==> src/rtl/core/lspo_pkg.sv <==
`timescale 1ns / 1ps
// ----------------------------------------------------------------------------
// lspo_pkg
// Commands, register map and waveform shaping for the shaped-phase LFO.
// ----------------------------------------------------------------------------
package lspo_pkg;

  localparam int unsigned PhaseW = 16;
  localparam int unsigned LevelW = 8;
  localparam int unsigned AddrW  = 5;
  localparam int unsigned DataW  = 32;

  // Input commands
  localparam logic [1:0] CMD_TICK = 2'd0;
  localparam logic [1:0] CMD_READ = 2'd1;
  localparam logic [1:0] CMD_SET  = 2'd2;

  // Register indexes (byte address = 4 * index)
  localparam logic [2:0] REG_INCREMENT = 3'd0;
  localparam logic [2:0] REG_SKIP      = 3'd1;
  localparam logic [2:0] REG_WAVEFORM  = 3'd2;
  localparam logic [2:0] REG_THRESHOLD = 3'd3;
  localparam logic [2:0] REG_THR_MODE  = 3'd4;
  localparam logic [2:0] REG_XOR_MASK  = 3'd5;
  localparam logic [2:0] REG_FLOP_MASK = 3'd6;

  localparam logic WAVE_SAW   = 1'b0;
  localparam logic MODE_FOLD  = 1'b0;

  // Saw passes the step; triangle rises 0..254 then falls back.
  function automatic logic [LevelW-1:0] shape_level(input logic [LevelW-1:0] step,
                                                    input logic            wave);
    logic [LevelW:0] fall;
    fall = 9'd510 - {step, 1'b0};
    if (wave == WAVE_SAW) begin
      return step;
    end else if (!step[LevelW-1]) begin
      return {step[LevelW-2:0], 1'b0};
    end else begin
      return fall[LevelW-1:0];
    end
  endfunction

endpackage

==> src/rtl/core/lfo_shaped_phase_output.sv <==
`timescale 1ns / 1ps
// ----------------------------------------------------------------------------
// lfo_shaped_phase_output
// Phase-accumulator LFO with resolution hold, saw/triangle shaping,
// threshold wrap/fold and output XOR, built around one shared 16-bit adder.
// ----------------------------------------------------------------------------
//
//  Channel | Direction | Handshake                 | Payload
//  --------+-----------+---------------------------+-------------------------
//  in      | in        | in_valid_i / in_stall_o   | command_i, step_value_i
//  out     | out       | out_valid_o / out_stall_i | level_o
//  cfg     | in        | APB psel/penable/pready   | paddr, pwdata, prdata
//
//  Steps: tick and set are accepted, then dispatched. A read is accepted,
//  dispatched and output when flopped; held adds the hold test; a fresh
//  level within the threshold adds the marker step; the modulo adds
//  S_DIV and S_FOLD: the shared adder does one restoring-division bit per cycle.
//  Reset: rst_ni async low; phase, marker and held level clear, threshold
//  resets to 255, other registers to 0.
//  Stalls: the result word sits in the output register until taken; no new
//  input word is accepted until then.
//
module lfo_shaped_phase_output (
  input  logic                            clk_i,
  input  logic                            rst_ni,
  // input channel
  input  logic                            in_valid_i,
  output logic                            in_stall_o,
  input  logic [1:0]                      command_i,
  input  logic [lspo_pkg::LevelW-1:0]     step_value_i,
  // output channel
  output logic                            out_valid_o,
  input  logic                            out_stall_i,
  output logic [lspo_pkg::LevelW-1:0]     level_o,
  // configuration
  input  logic                            psel,
  input  logic                            penable,
  input  logic                            pwrite,
  input  logic [lspo_pkg::AddrW-1:0]      paddr,
  input  logic [lspo_pkg::DataW-1:0]      pwdata,
  output logic [lspo_pkg::DataW-1:0]      prdata,
  output logic                            pready
);
  import lspo_pkg::*;

  typedef enum logic [2:0] {
    S_IDLE,
    S_DISPATCH,   // tick/set finish here; read does flop test and phase - marker
    S_HOLD,       // since - skip_count: borrow means hold
    S_MARK,       // marker += skip_count, shape, decide on modulo
    S_DIV,        // one quotient bit per cycle
    S_FOLD,       // fold/wrap pick, XOR, store
    S_OUT
  } state_e;

  // --------------------------------------------------------------------------
  // Configuration registers
  // --------------------------------------------------------------------------
  logic [PhaseW-1:0] inc_q, skip_q;
  logic              wave_q, mode_q;
  logic [LevelW-1:0] thr_q, xor_q, flop_q;
  logic              cfg_wr;

  assign pready = 1'b1;
  assign cfg_wr = psel && penable && pwrite && pready;

  always_ff @(posedge clk_i or negedge rst_ni) begin
    if (!rst_ni) begin
      inc_q  <= '0;
      skip_q <= '0;
      wave_q <= 1'b0;
      thr_q  <= '1;
      mode_q <= 1'b0;
      xor_q  <= '0;
      flop_q <= '0;
    end else if (cfg_wr) begin
      case (paddr[AddrW-1:2])
        REG_INCREMENT: inc_q  <= pwdata[PhaseW-1:0];
        REG_SKIP:      skip_q <= pwdata[PhaseW-1:0];
        REG_WAVEFORM:  wave_q <= pwdata[0];
        REG_THRESHOLD: thr_q  <= pwdata[LevelW-1:0];
        REG_THR_MODE:  mode_q <= pwdata[0];
        REG_XOR_MASK:  xor_q  <= pwdata[LevelW-1:0];
        REG_FLOP_MASK: flop_q <= pwdata[LevelW-1:0];
        default: ;
      endcase
    end
  end

  always_comb begin
    prdata = '0;
    case (paddr[AddrW-1:2])
      REG_INCREMENT: prdata = {{(DataW-PhaseW){1'b0}}, inc_q};
      REG_SKIP:      prdata = {{(DataW-PhaseW){1'b0}}, skip_q};
      REG_WAVEFORM:  prdata = {{(DataW-1){1'b0}}, wave_q};
      REG_THRESHOLD: prdata = {{(DataW-LevelW){1'b0}}, thr_q};
      REG_THR_MODE:  prdata = {{(DataW-1){1'b0}}, mode_q};
      REG_XOR_MASK:  prdata = {{(DataW-LevelW){1'b0}}, xor_q};
      REG_FLOP_MASK: prdata = {{(DataW-LevelW){1'b0}}, flop_q};
      default:       prdata = '0;
    endcase
  end

  // --------------------------------------------------------------------------
  // Sequencer state and datapath registers
  // --------------------------------------------------------------------------
  state_e            state_q;
  logic [1:0]        cmd_q;
  logic [LevelW-1:0] stepv_q;
  logic [PhaseW-1:0] phase_q, marker_q, since_q;
  logic [LevelW-1:0] held_q, level_q;
  logic [LevelW-1:0] rem_q;   // partial remainder
  logic [LevelW-1:0] dvd_q;   // dividend shifts out, quotient shifts in
  logic [2:0]        cnt_q;

  // --------------------------------------------------------------------------
  // Shared adder/subtractor: y = a + b or a - b, y[PhaseW] is carry-out
  // (for subtract, carry-out low means a borrow, i.e. a < b).
  // --------------------------------------------------------------------------
  logic [PhaseW-1:0] alu_a, alu_b;
  logic              alu_sub;
  logic [PhaseW:0]   alu_y;
  logic              alu_borrow;
  logic [LevelW:0]   div_shift;

  assign div_shift = {rem_q, dvd_q[LevelW-1]};

  always_comb begin
    alu_a   = '0;
    alu_b   = '0;
    alu_sub = 1'b0;
    case (state_q)
      S_DISPATCH: begin
        alu_a   = phase_q;
        alu_b   = (cmd_q == CMD_TICK) ? inc_q : marker_q;
        alu_sub = (cmd_q != CMD_TICK);
      end
      S_HOLD: begin
        alu_a   = since_q;
        alu_b   = skip_q;
        alu_sub = 1'b1;
      end
      S_MARK: begin
        alu_a   = marker_q;
        alu_b   = skip_q;
      end
      S_DIV: begin
        alu_a   = {{(PhaseW-LevelW-1){1'b0}}, div_shift};
        alu_b   = {{(PhaseW-LevelW){1'b0}}, thr_q};
        alu_sub = 1'b1;
      end
      S_FOLD: begin
        alu_a   = {{(PhaseW-LevelW){1'b0}}, thr_q};
        alu_b   = {{(PhaseW-LevelW){1'b0}}, rem_q};
        alu_sub = 1'b1;
      end
      default: ;
    endcase
  end

  assign alu_y      = {1'b0, alu_a} + {1'b0, (alu_sub ? ~alu_b : alu_b)}
                    + {{PhaseW{1'b0}}, alu_sub};
  assign alu_borrow = alu_sub && !alu_y[PhaseW];

  // Shaped level from the current step, before threshold handling
  logic [LevelW-1:0] shaped;
  logic              fold_odd;
  logic [LevelW-1:0] fold_val;

  assign shaped   = shape_level(phase_q[PhaseW-1 -: LevelW], wave_q);
  // dvd_q holds the quotient by the time S_FOLD runs
  assign fold_odd = (mode_q == MODE_FOLD) && dvd_q[0];
  assign fold_val = fold_odd ? alu_y[LevelW-1:0] : rem_q;

  assign in_stall_o  = (state_q != S_IDLE);
  assign out_valid_o = (state_q == S_OUT);
  assign level_o     = level_q;

  always_ff @(posedge clk_i or negedge rst_ni) begin
    if (!rst_ni) begin
      state_q  <= S_IDLE;
      cmd_q    <= CMD_TICK;
      stepv_q  <= '0;
      phase_q  <= '0;
      marker_q <= '0;
      since_q  <= '0;
      held_q   <= '0;
      level_q  <= '0;
      rem_q    <= '0;
      dvd_q    <= '0;
      cnt_q    <= '0;
    end else begin
      case (state_q)
        S_IDLE: begin
          if (in_valid_i) begin
            cmd_q   <= command_i;
            stepv_q <= step_value_i;
            state_q <= S_DISPATCH;
          end
        end
        S_DISPATCH: begin
          since_q <= alu_y[PhaseW-1:0];
          case (cmd_q)
            CMD_TICK: begin
              phase_q <= alu_y[PhaseW-1:0];
              state_q <= S_IDLE;
            end
            CMD_SET: begin
              phase_q <= {stepv_q, {(PhaseW-LevelW){1'b0}}};
              state_q <= S_IDLE;
            end
            CMD_READ: begin
              // any flop-masked step bit forces zero, state untouched
              if ((phase_q[PhaseW-1 -: LevelW] & flop_q) != '0) begin
                level_q <= '0;
                state_q <= S_OUT;
              end else begin
                state_q <= S_HOLD;
              end
            end
            default: state_q <= S_IDLE;  // unused command: no result
          endcase
        end
        S_HOLD: begin
          if (alu_borrow) begin
            level_q <= held_q;
            state_q <= S_OUT;
          end else begin
            state_q <= S_MARK;
          end
        end
        S_MARK: begin
          marker_q <= alu_y[PhaseW-1:0];
          if (shaped > thr_q && thr_q != '0) begin
            dvd_q   <= shaped;
            rem_q   <= '0;
            cnt_q   <= '0;
            state_q <= S_DIV;
          end else begin
            // within threshold, or zero threshold forcing 0
            level_q <= ((shaped > thr_q) ? '0 : shaped) ^ xor_q;
            held_q  <= ((shaped > thr_q) ? '0 : shaped) ^ xor_q;
            state_q <= S_OUT;
          end
        end
        S_DIV: begin
          rem_q <= alu_borrow ? div_shift[LevelW-1:0] : alu_y[LevelW-1:0];
          dvd_q <= {dvd_q[LevelW-2:0], !alu_borrow};
          cnt_q <= cnt_q + 3'd1;
          if (cnt_q == 3'd7) begin
            state_q <= S_FOLD;
          end
        end
        S_FOLD: begin
          level_q <= fold_val ^ xor_q;
          held_q  <= fold_val ^ xor_q;
          state_q <= S_OUT;
        end
        S_OUT: begin
          if (!out_stall_i) begin
            state_q <= S_IDLE;
          end
        end
        default: state_q <= S_IDLE;
      endcase
    end
  end

endmodule

==> config.mk <==
export PLATFORM = sky130hd
export DESIGN_NAME = lfo_shaped_phase_output
export DESIGN_NICKNAME = d
export VERILOG_FILES = /design/src/rtl/core/lspo_pkg.sv /design/src/rtl/core/lfo_shaped_phase_output.sv
export SDC_FILE = /design/constraint.sdc
export NUM_CORES = 1
export LEC_CHECK = 0
export ABC_CLOCK_PERIOD_IN_PS = 10500
export BUFFER_PORTS_ARGS = -buffer_cell sky130_fd_sc_hd__buf_2
export CORE_UTILIZATION = 35
export CTS_BUF_LIST = sky130_fd_sc_hd__clkbuf_8
export CTS_CLUSTER_SIZE = 16
export DETAILED_ROUTE_END_ITERATION = 10
export GPL_TIMING_DRIVEN = 1
export HOLD_SLACK_MARGIN = 0.05
export SLEW_MARGIN = 20
export SYNTH_ARGS = -nofsm -noshare
export SYNTH_HDL_FRONTEND = slang
export SYNTH_SLANG_ARGS = --single-unit
==> constraint.sdc <==
create_clock -name clk_i -period 10.5 [get_ports clk_i]
set_clock_uncertainty 0.05 [all_clocks]
set_input_delay 1.05 -clock clk_i [delete_from_list [all_inputs] [get_ports clk_i]]
set_output_delay 1.05 -clock clk_i [all_outputs]
set_load 0.005 [all_outputs]
# Yosys cells after proc, flatten, opt, wreduce, memory -nomap -nowiden
# Cells that the tools add are included.
totals:
  register_bits: 154
  input_bits: 54
  output_inout_bits: 43
  word_cells: 116
op_classes:
  addsub: 4
  magnitude_cmp: 1
  eq_ne: 23
  mux: 32
  bitwise_logic: 5
  reduce_logical: 33
op_table:
  columns: ["operator", "count"]
  rows:
  - ["16-bit case mux with 7 select lines", 1]
  - ["8-bit 2-to-1 mux", 11]
  - ["16-bit case mux with 5 select lines", 1]
  - ["16-bit case mux with 4 select lines", 1]
  - ["8-bit case mux with 2 select lines", 3]
  - ["16-bit 2-to-1 mux", 2]
  - ["16-bit case mux with 2 select lines", 1]
  - ["8-bit case mux with 4 select lines", 1]
  - ["2-bit AND reduction", 11]
  - ["3-bit == test (second input constant)", 7]
  - ["3-bit 2-to-1 mux", 7]
  - ["3-bit case mux with 7 select lines", 1]
  - ["16-bit by 16-bit adder with 17-bit output", 1]
  - ["17-bit by 1-bit adder with 17-bit output", 1]
  - ["2-bit != test (second input constant)", 8]
  - ["16-bit inverter", 1]
  - ["8-bit nonzero test", 2]
  - ["8-bit XOR", 2]
  - ["3-bit by 2-bit == test with 1-bit output (second input constant)", 4]
  - ["8-bit bitwise AND", 1]
  - ["8-bit > comparator", 1]
  - ["2-bit nonzero test", 4]
  - ["8-bit subtractor (first input constant)", 1]
  - ["3-bit by 1-bit == test with 1-bit output (second input constant)", 2]
  - ["17 further kinds", 23]

# Depth between registers and ports, before layout
# Gate-level depths: netlist of run 1.
logic_depth:
  ltp_word: 11
  mapped_depth: 23
  depth_no_buf: 18

# Worst setup path before layout of run 1
# Ideal clock, no wire load.
synth_timing:
  kind: "flip-flop to flip-flop"
  start: "register state_q[1]"
  end: "register level_q[4] (netlist: level_o[4])"
  setup_time_ps: 128
  arrival_ps: 4265
  required_time_ps: 10322
  path_slack_ps: 6057
  stages_incl_launch_ff: 23
  path_buffers: 6
  period_less_slack_ps: 4443
  path_cell_list: "dfrtp_1 -> buf_4 -> buf_2 -> inv_1 -> clkbuf_1 -> clkbuf_1 -> ha_1 -> clkbuf_1 -> nand2_1 -> o21ai_0 -> o21a_1 -> fa_1 -> nor2b_1 -> o21ai_0 -> a21oi_1 -> o21ai_0 -> a31oi_1 -> o21a_1 -> o21ai_4 -> a211o_2 -> buf_6 -> nor2_1 -> a31oi_1"
synth_between:
  elab_chain_len: 11
  word_cells_on_any_way: 25
  cone_classes: "add/sub (2); eq/ne (9); mux (6); bitwise (2); reduce/logical (6)"
synth_rtl:
  columns: ["item", "line_no", "rtl"]
  rows:
  - ["from (decl)", "lfo_shaped_phase_output.sv:107", "state_e state_q;"]
  - ["from (signal assigned)", "lfo_shaped_phase_output.sv:181", "state_q <= S_IDLE;"]
  - ["from (signal assigned)", "lfo_shaped_phase_output.sv:198", "state_q <= S_DISPATCH;"]
  - ["from (signal assigned)", "lfo_shaped_phase_output.sv:206", "state_q <= S_IDLE;"]
  - ["3-bit by 2-bit == test with 1-bit output", "lfo_shaped_phase_output.sv:132, lfo_shaped_phase_output.sv:193", null]
  - ["2-bit OR reduction (no line)", null, null]
  - ["16-bit case mux with 4 select lines", "lfo_shaped_phase_output.sv:132", "case (state_q)"]
  - ["16-bit inverter", "lfo_shaped_phase_output.sv:161", "assign alu_y = {1'b0, alu_a} + {1'b0, (alu_sub ? ~alu_b : alu_b)}"]
  - ["16-bit 2-to-1 mux", "lfo_shaped_phase_output.sv:161", null]
  - ["16-bit by 16-bit adder with 17-bit output", "lfo_shaped_phase_output.sv:161", null]
  - ["17-bit by 1-bit adder with 17-bit output", "lfo_shaped_phase_output.sv:162", "+ {{PhaseW{1'b0}}, alu_sub};"]
  - ["1-bit logical NOT", "lfo_shaped_phase_output.sv:163", "assign alu_borrow = alu_sub && !alu_y[PhaseW];"]
  - ["1-bit logical AND", "lfo_shaped_phase_output.sv:163", null]
  - ["2-bit != test (no line)", null, null]
  - ["5-bit AND reduction (no line)", null, null]
  - ["to (signal assigned)", "lfo_shaped_phase_output.sv:226", "level_q <= held_q;"]
  - ["to (signal assigned)", "lfo_shaped_phase_output.sv:241", "level_q <= ((shaped > thr_q) ? '0 : shaped) ^ xor_q;"]
  - ["to (signal assigned)", "lfo_shaped_phase_output.sv:255", "level_q <= fold_val ^ xor_q;"]
  - ["to (decl)", "lfo_shaped_phase_output.sv:111", "logic [LevelW-1:0] held_q, level_q;"]
# Several ways; a longest one is shown, not always the timed one.
# A chain may end at the register's enable or synchronous reset.

# Worst setup path in the final report of run 1
layout_timing:
  start: "register state_q[0]"
  end: "register level_q[7] (netlist: level_o[7])"
# The elaborated chain is that of the path after synthesis.

==> flow_metrics.tcl, run 1 <==
set metrics [dict create \
    hp-class "flip-flop to flip-flop" \
    synth_area_per_cell_um2 9.03 \
    fin_area_um2 10600 \
    synth_flop_cell "dfrtp_1" \
    worstSetupEndpointType "flip-flop" \
    nets 1174 \
    drt_wl_total_mm 28.5 \
    finalSetupViolCount 0 \
    num_vias 8036 \
    synth-seq-cells 154 \
    setup_tns_ps 0 \
    grt_overflow 0 \
    synthArstFlopShare_pct 100 \
    status "finished, final reports clean" \
    ios 97 \
    maxCapViolations 0 \
    ant_nets 0 \
    clock_latency_ps 480 \
    row_count 60 \
    grt_max_degree 58 \
    dp_cells 1413 \
    cts_sinks 154 \
    grt_pass1_wl_mm 44.6 \
    drc 0 \
    port_buffers 61 \
    netlist_area_um2 9650 \
    worst_hold_path.num_cells 2 \
    cts_tree "done" \
    rr_worst_depth 18 \
    routabilityCongestion 0.899 \
    core_area_um2 27000 \
    synth_warnings 0 \
    ys_types 75 \
    maxSlewHeadroom_pct 34.7 \
    wl_per_cell_um 19.7 \
    grt_setup_unrepaired "false" \
    drive_above_1_share_pct 19.2 \
    hold_viol_final 0 \
    cts_buffers 17 \
    firstDrtPassIters 6 \
    arrival_ps 6050 \
    fmax_mhz 175 \
    worst_path_max_delay_cell "dfrtp_2" \
    startpoint_type "flip-flop" \
    min_from "since_q[15]" \
    grt_usage_pct 20.6 \
    path_cells "buf_4, or3b_4, buf_4, o22ai_1, a21oi_1, nor2_1, xnor2_1, ha_1, nor2b_1, o21ai_0, a21oi_1, o21ai_0, a31oi_1, o21a_1, o21ai_4, a211o_2, mux2i_1, o21ai_1" \
    holdBufCountCts 0 \
    required_ps 10830 \
    path_clk_slew_ps 100 \
    placed_area_um2 10100 \
    whs_ps 433 \
    total_power_mw 3.72 \
    post-cts-setup-buffers 0 \
    critPathKind "flip-flop to flip-flop" \
    cts_resized 0 \
    place_hpwl_mm 20.4 \
    synth-seq-area-share_pct 40.0 \
    powerDensity_nw_per_um2 350 \
    die-area_um2 28300 \
    tightest_slew_ps 975 \
    irDropWorstVdd_uv 156 \
    fin_ws_ps 4780 \
    synthCells 1069 \
    initial_core_util_pct 35.7 \
    viasPerCell 5.56 \
    cts-htree-levels 4 \
    area_delta_synth_final_pct 10.1 \
    cts-root-buf "clkbuf_8" \
    final_core_util_pct 39.3 \
    place_ws_ps 4910 \
    max_stage_delay_ps 700 \
    critPathMaxFanout 57 \
    period_share_pct 54.5 \
    r2r_start "state_q[0]" \
    synth_edf_count 0 \
    antenna_found_initial 1 \
    stdcell_count 1446 \
    clk_path_buf_depth 2 \
    first_iter_violations 690 \
    fp.dieH_um 168 \
    period_needed_ps 5720 \
    p_leak_nw 4.68 \
    grt_pass1_vias 7539 \
    cp-startpoint "state_q[0]" \
    drv_slew 0 \
    die_w_um 168 \
]
placed cells by master (no fill, tap or decap), types with 13 or more instances in the layout:
cell type  synthesis  routed
dfrtp_1          146     145
nand2_1          133     133
nor2_1           103     103
o21ai_0           90      90
a21oi_1           79      79
mux2_2            70      70
buf_2              4      60
mux2i_1           46      46
xnor2_1           33      33
ha_1              28      28
inv_1             25      27
conb_1             2      17
clkbuf_8           0      17
xor2_1            14      14
nand3_1           14      14
a31oi_1           13      13
a221oi_1          13      13
buf_4             20      13
Yosys cell counts (12+ instances only):
cell	n	area [um^2]
a221oi_1	13	114
nand2_1	133	499
nand3_1	14	70.1
dfrtp_1	146	3650
xor2_1	14	123
clkbuf_1	52	195
mux2_2	70	788
buf_4	20	150
inv_1	25	93.8
nor3_1	12	60.1
nor2_1	103	387
a31oi_1	13	81.3
mux2i_1	46	460
a21oi_1	79	395
o21ai_0	90	450
ha_1	28	350
xnor2_1	33	289
cell type report:
| cell class | count | area, um^2 |
|---|---|---|
| Fill cell | 2710 | 16400 |
| Multi-Input combinational cell | 819 | 5350 |
| Timing Repair Buffer | 74 | 409 |
| Sequential cell | 154 | 3860 |
| Inverter | 25 | 93.8 |
| Tap cell | 341 | 427 |
| Clock inverter | 15 | 248 |
| Clock buffer | 17 | 234 |
| Antenna cell | 1 | 2.50 |
critical path, delay by kind of cell (launching register included):
kind / cells / cell delay (ps)
AOI/OAI and AO/OA: 10 / 2510
xor gates and xnor gates: 1 / 90
adders and majority gates: 1 / 350
buffers and inverters: 2 / 880
DFF: 1 / 700
muxes: 1 / 200
and+or+nand+nor: 3 / 760
state kept, by name, summed over array words and instances (netlist names):
name / cells
inc_q: 16
marker_q: 16
phase_q: 16
since_q: 16
skip_q: 16
dvd_q: 8
flop_q: 8
held_q: 8
level_o: 8
rem_q: 8
stepv_q: 8
thr_q: 8
xor_q: 8
cnt_q: 3
state_q: 3
cmd_q: 2
mode_q: 1
wave_q: 1
power breakdown:
group | leakage, nW | switching (mW) | internal (mW)
registers | 1.91 | 0.240 | 0.816
clock network | 0.244 | 0.244 | 0.309
logic | 2.53 | 1.31 | 0.800
total | 4.68 | 1.80 | 1.93
routing by layer:
layer  routed length [um]  vias up  track usage, %
li1                     -     3784               -
met1                13500     3884            29.5
met2                12300      323            30.4
met3                 1880       45            3.76
met4                  871        0            8.50
met5                    0        -               0
final timing paths:
kind	to	slack [ps]
min in group asynchronous	cmd_q[0]	450
worst min-delay path	since_q[15]	430
worst max-delay path	level_o[7]	4780
worst max register to register	level_o[7]	4780
worst min register to register	since_q[15]	430
max in group asynchronous	rem_q[4]	8180
cell families (layout without fill, tap and decap cells):
logic type | count (synthesis) | after routing | share of synthesized area, %
AO/OA/AOI/OAI | 292 | 292 | 18.9
buffers and inverters | 111 | 131 | 5.31
adder cells (fa/ha/maj) | 29 | 29 | 3.84
flip-flops | 154 | 154 | 40.0
XOR/XNOR | 47 | 47 | 4.26
AND/OR/NAND/NOR | 317 | 317 | 14.4
multiplexers | 117 | 117 | 13.2
other | 2 | 18 | 0.0778
(Power assumes the default switching activity.)
==> run 2: changes to the inputs <==
ABC_CLOCK_PERIOD_IN_PS = 4700   (was 10500)
clock period = 4.7 ns   (was 10.5 ns; I/O delays follow)
==> flow_metrics.tcl, run 2 (same netlist as run 1, synthesis figures left out) <==
set metrics [dict create \
    fp.dieH_um 168 \
    ant_nets 0 \
    cts_buffers 17 \
    antenna_found_initial 0 \
    ios 97 \
    layout_common_cells "145 x dfrtp_1, 133 x nand2_1, 103 x nor2_1" \
    die-area_um2 28300 \
    die_w_um 168 \
    post-cts-setup-buffers 0 \
    worstSetupEndpointType "flip-flop" \
    tightest_slew_ps 1000 \
    cts-htree-levels 4 \
    drt_wl_total_mm 29.0 \
    core_area_um2 27000 \
    initial_core_util_pct 35.7 \
    hp-class "input port to asynchronous set/reset pin" \
    combPwrFrac_pct 58.9 \
    final_common_cell "dfrtp_1" \
    holdBufCountCts 0 \
    viasPerCell 5.52 \
    first_iter_violations 644 \
    port_buffers 61 \
    required_ps 4950 \
    powerDensity_nw_per_um2 789 \
    cts-root-buf "clkbuf_8" \
    dp_cells 1437 \
    routabilityCongestion 0.893 \
    status "finished, final reports clean" \
    power.share.clock_pct 13.8 \
    cts_resized 0 \
    swShare_pct 47.9 \
    drive_above_1_share_pct 20.8 \
    arrival_ps 4660 \
    regArea_um2 3860 \
    stdcell_count 1469 \
    critPathKind "flip-flop to flip-flop" \
    row_count 60 \
    cts_tree "done" \
    grt_overflow 0 \
    p_sw_mw 4.08 \
    firstDrtPassIters 5 \
    finalSetupViolCount 0 \
    area_delta_synth_final_pct 11.8 \
    intPower_mw 4.43 \
    multi_input_area_um2 5350 \
    period_needed_ps 4410 \
    wl_per_cell_um 19.7 \
    n_fill_cell 2797 \
    grt_pass1_wl_mm 45.2 \
    maxSlewHeadroom_pct 33.3 \
    drc 0 \
    startpoint_type "flip-flop" \
    clk_path_buf_depth 2 \
    maxCapViolations 0 \
    nets 1198 \
    num_vias 8102 \
    irDropWorstVdd_uv 478 \
    grt_max_degree 93 \
    whs_ps 45.2 \
    p_leak_nw 4.80 \
    grt_pass1_vias 7701 \
    drv_slew 0 \
    grt_usage_pct 20.9 \
    period_share_pct 93.9 \
    place_hpwl_mm 21.2 \
    diodes 0 \
    setup_tns_ps 0 \
    critPathMaxFanout 57 \
    hold_viol_final 0 \
    path_clk_slew_ps 90 \
    power_frac_seq_pct 27.3 \
    clock_latency_ps 470 \
    cts_sinks 154 \
    total_power_mw 8.52 \
    fmax_mhz 227 \
]
-- run 2: cell count changes in the layout (fill, tap and decap cells not counted), sizes merged --
cell      delta
buf         +24
bufinv       -1
clkbuf       +1
clkinv       +1
clkinvlp     +1
diode        -1
inv          -2
-- run 2: layout make-up --
type | count | area share, %
clock buffer | 18 | 2.30
clock inverter | 14 | 1.92
inverter | 25 | 0.870
multi-input combinational | 819 | 49.6
sequential | 154 | 35.8
tap | 341 | 3.95
timing repair buffer | 98 | 5.58
-- run 2: power groups by stage --
stage	Clock, mW	Combinational, mW	Sequential (mW)
after floorplan	0	3.60	2.10
after global placement	0	4.89	2.33
after detailed placement	0	4.94	2.34
after CTS	1.19	4.97	2.32
after global routing	1.24	5.51	2.39
final	1.17	5.02	2.33
-- run 2: routing by layer --
metal  vias to the layer above  part of all wire [%]  track usage, %
li1                       3848                     -               -
met1                      3919                    48            30.1
met2                       291                    44            31.7
met3                        44                   5.1            3.39
met4                         0                   2.7            7.47
met5                         -                     0               0
-- run 2: path summary, 6_finish.rpt --
| kind | startpoint | end | slack [ps] | cells after the start |
|---|---|---|---|---|
| hold / removal | rst_ni | cmd_q[0] | 50 | 1 |
| max in group asynchronous | rst_ni | thr_q[1] | 3510 | 2 |
| min in group clk_i | step_value_i[4] | stepv_q[4] | 180 | 2 |
| setup / recovery | state_q[0] | rem_q[0] | 290 | 17 |
| setup reg to reg | state_q[0] | rem_q[0] | 290 | 17 |
| hold reg to reg | since_q[15] | since_q[15] | 430 | 2 |
-- run 2: worst max-delay path: stages, from the launching register on --
cell	delay [ps]
dfrtp_2	500
or3b_4	440
buf_12	200
o22ai_1	220
a21oi_1	90
nor2_1	160
xnor2_1	140
ha_1	280
nor2b_1	150
o21ai_0	300
a21oi_2	140
o21ai_0	310
a31oi_1	150
o21a_1	240
o21ai_4	250
buf_4	280
mux2i_1	210
o21ai_0	90
-- run 2: stage by stage --
| step | area [um^2] | setup WS [ps] | utilization (%) |
|---|---|---|---|
| 2_1_floorplan | 9710 | 257 | - |
| 3_3_place_gp | 10300 | 374 | 38.2 |
| 3_5_place_dp | 10300 | 364 | 38.2 |
| 4_1_cts | 10800 | 331 | 39.9 |
| 5_1_grt | 10800 | -1.27 | 39.9 |
| 6_report | 10800 | 288 | 39.9 |
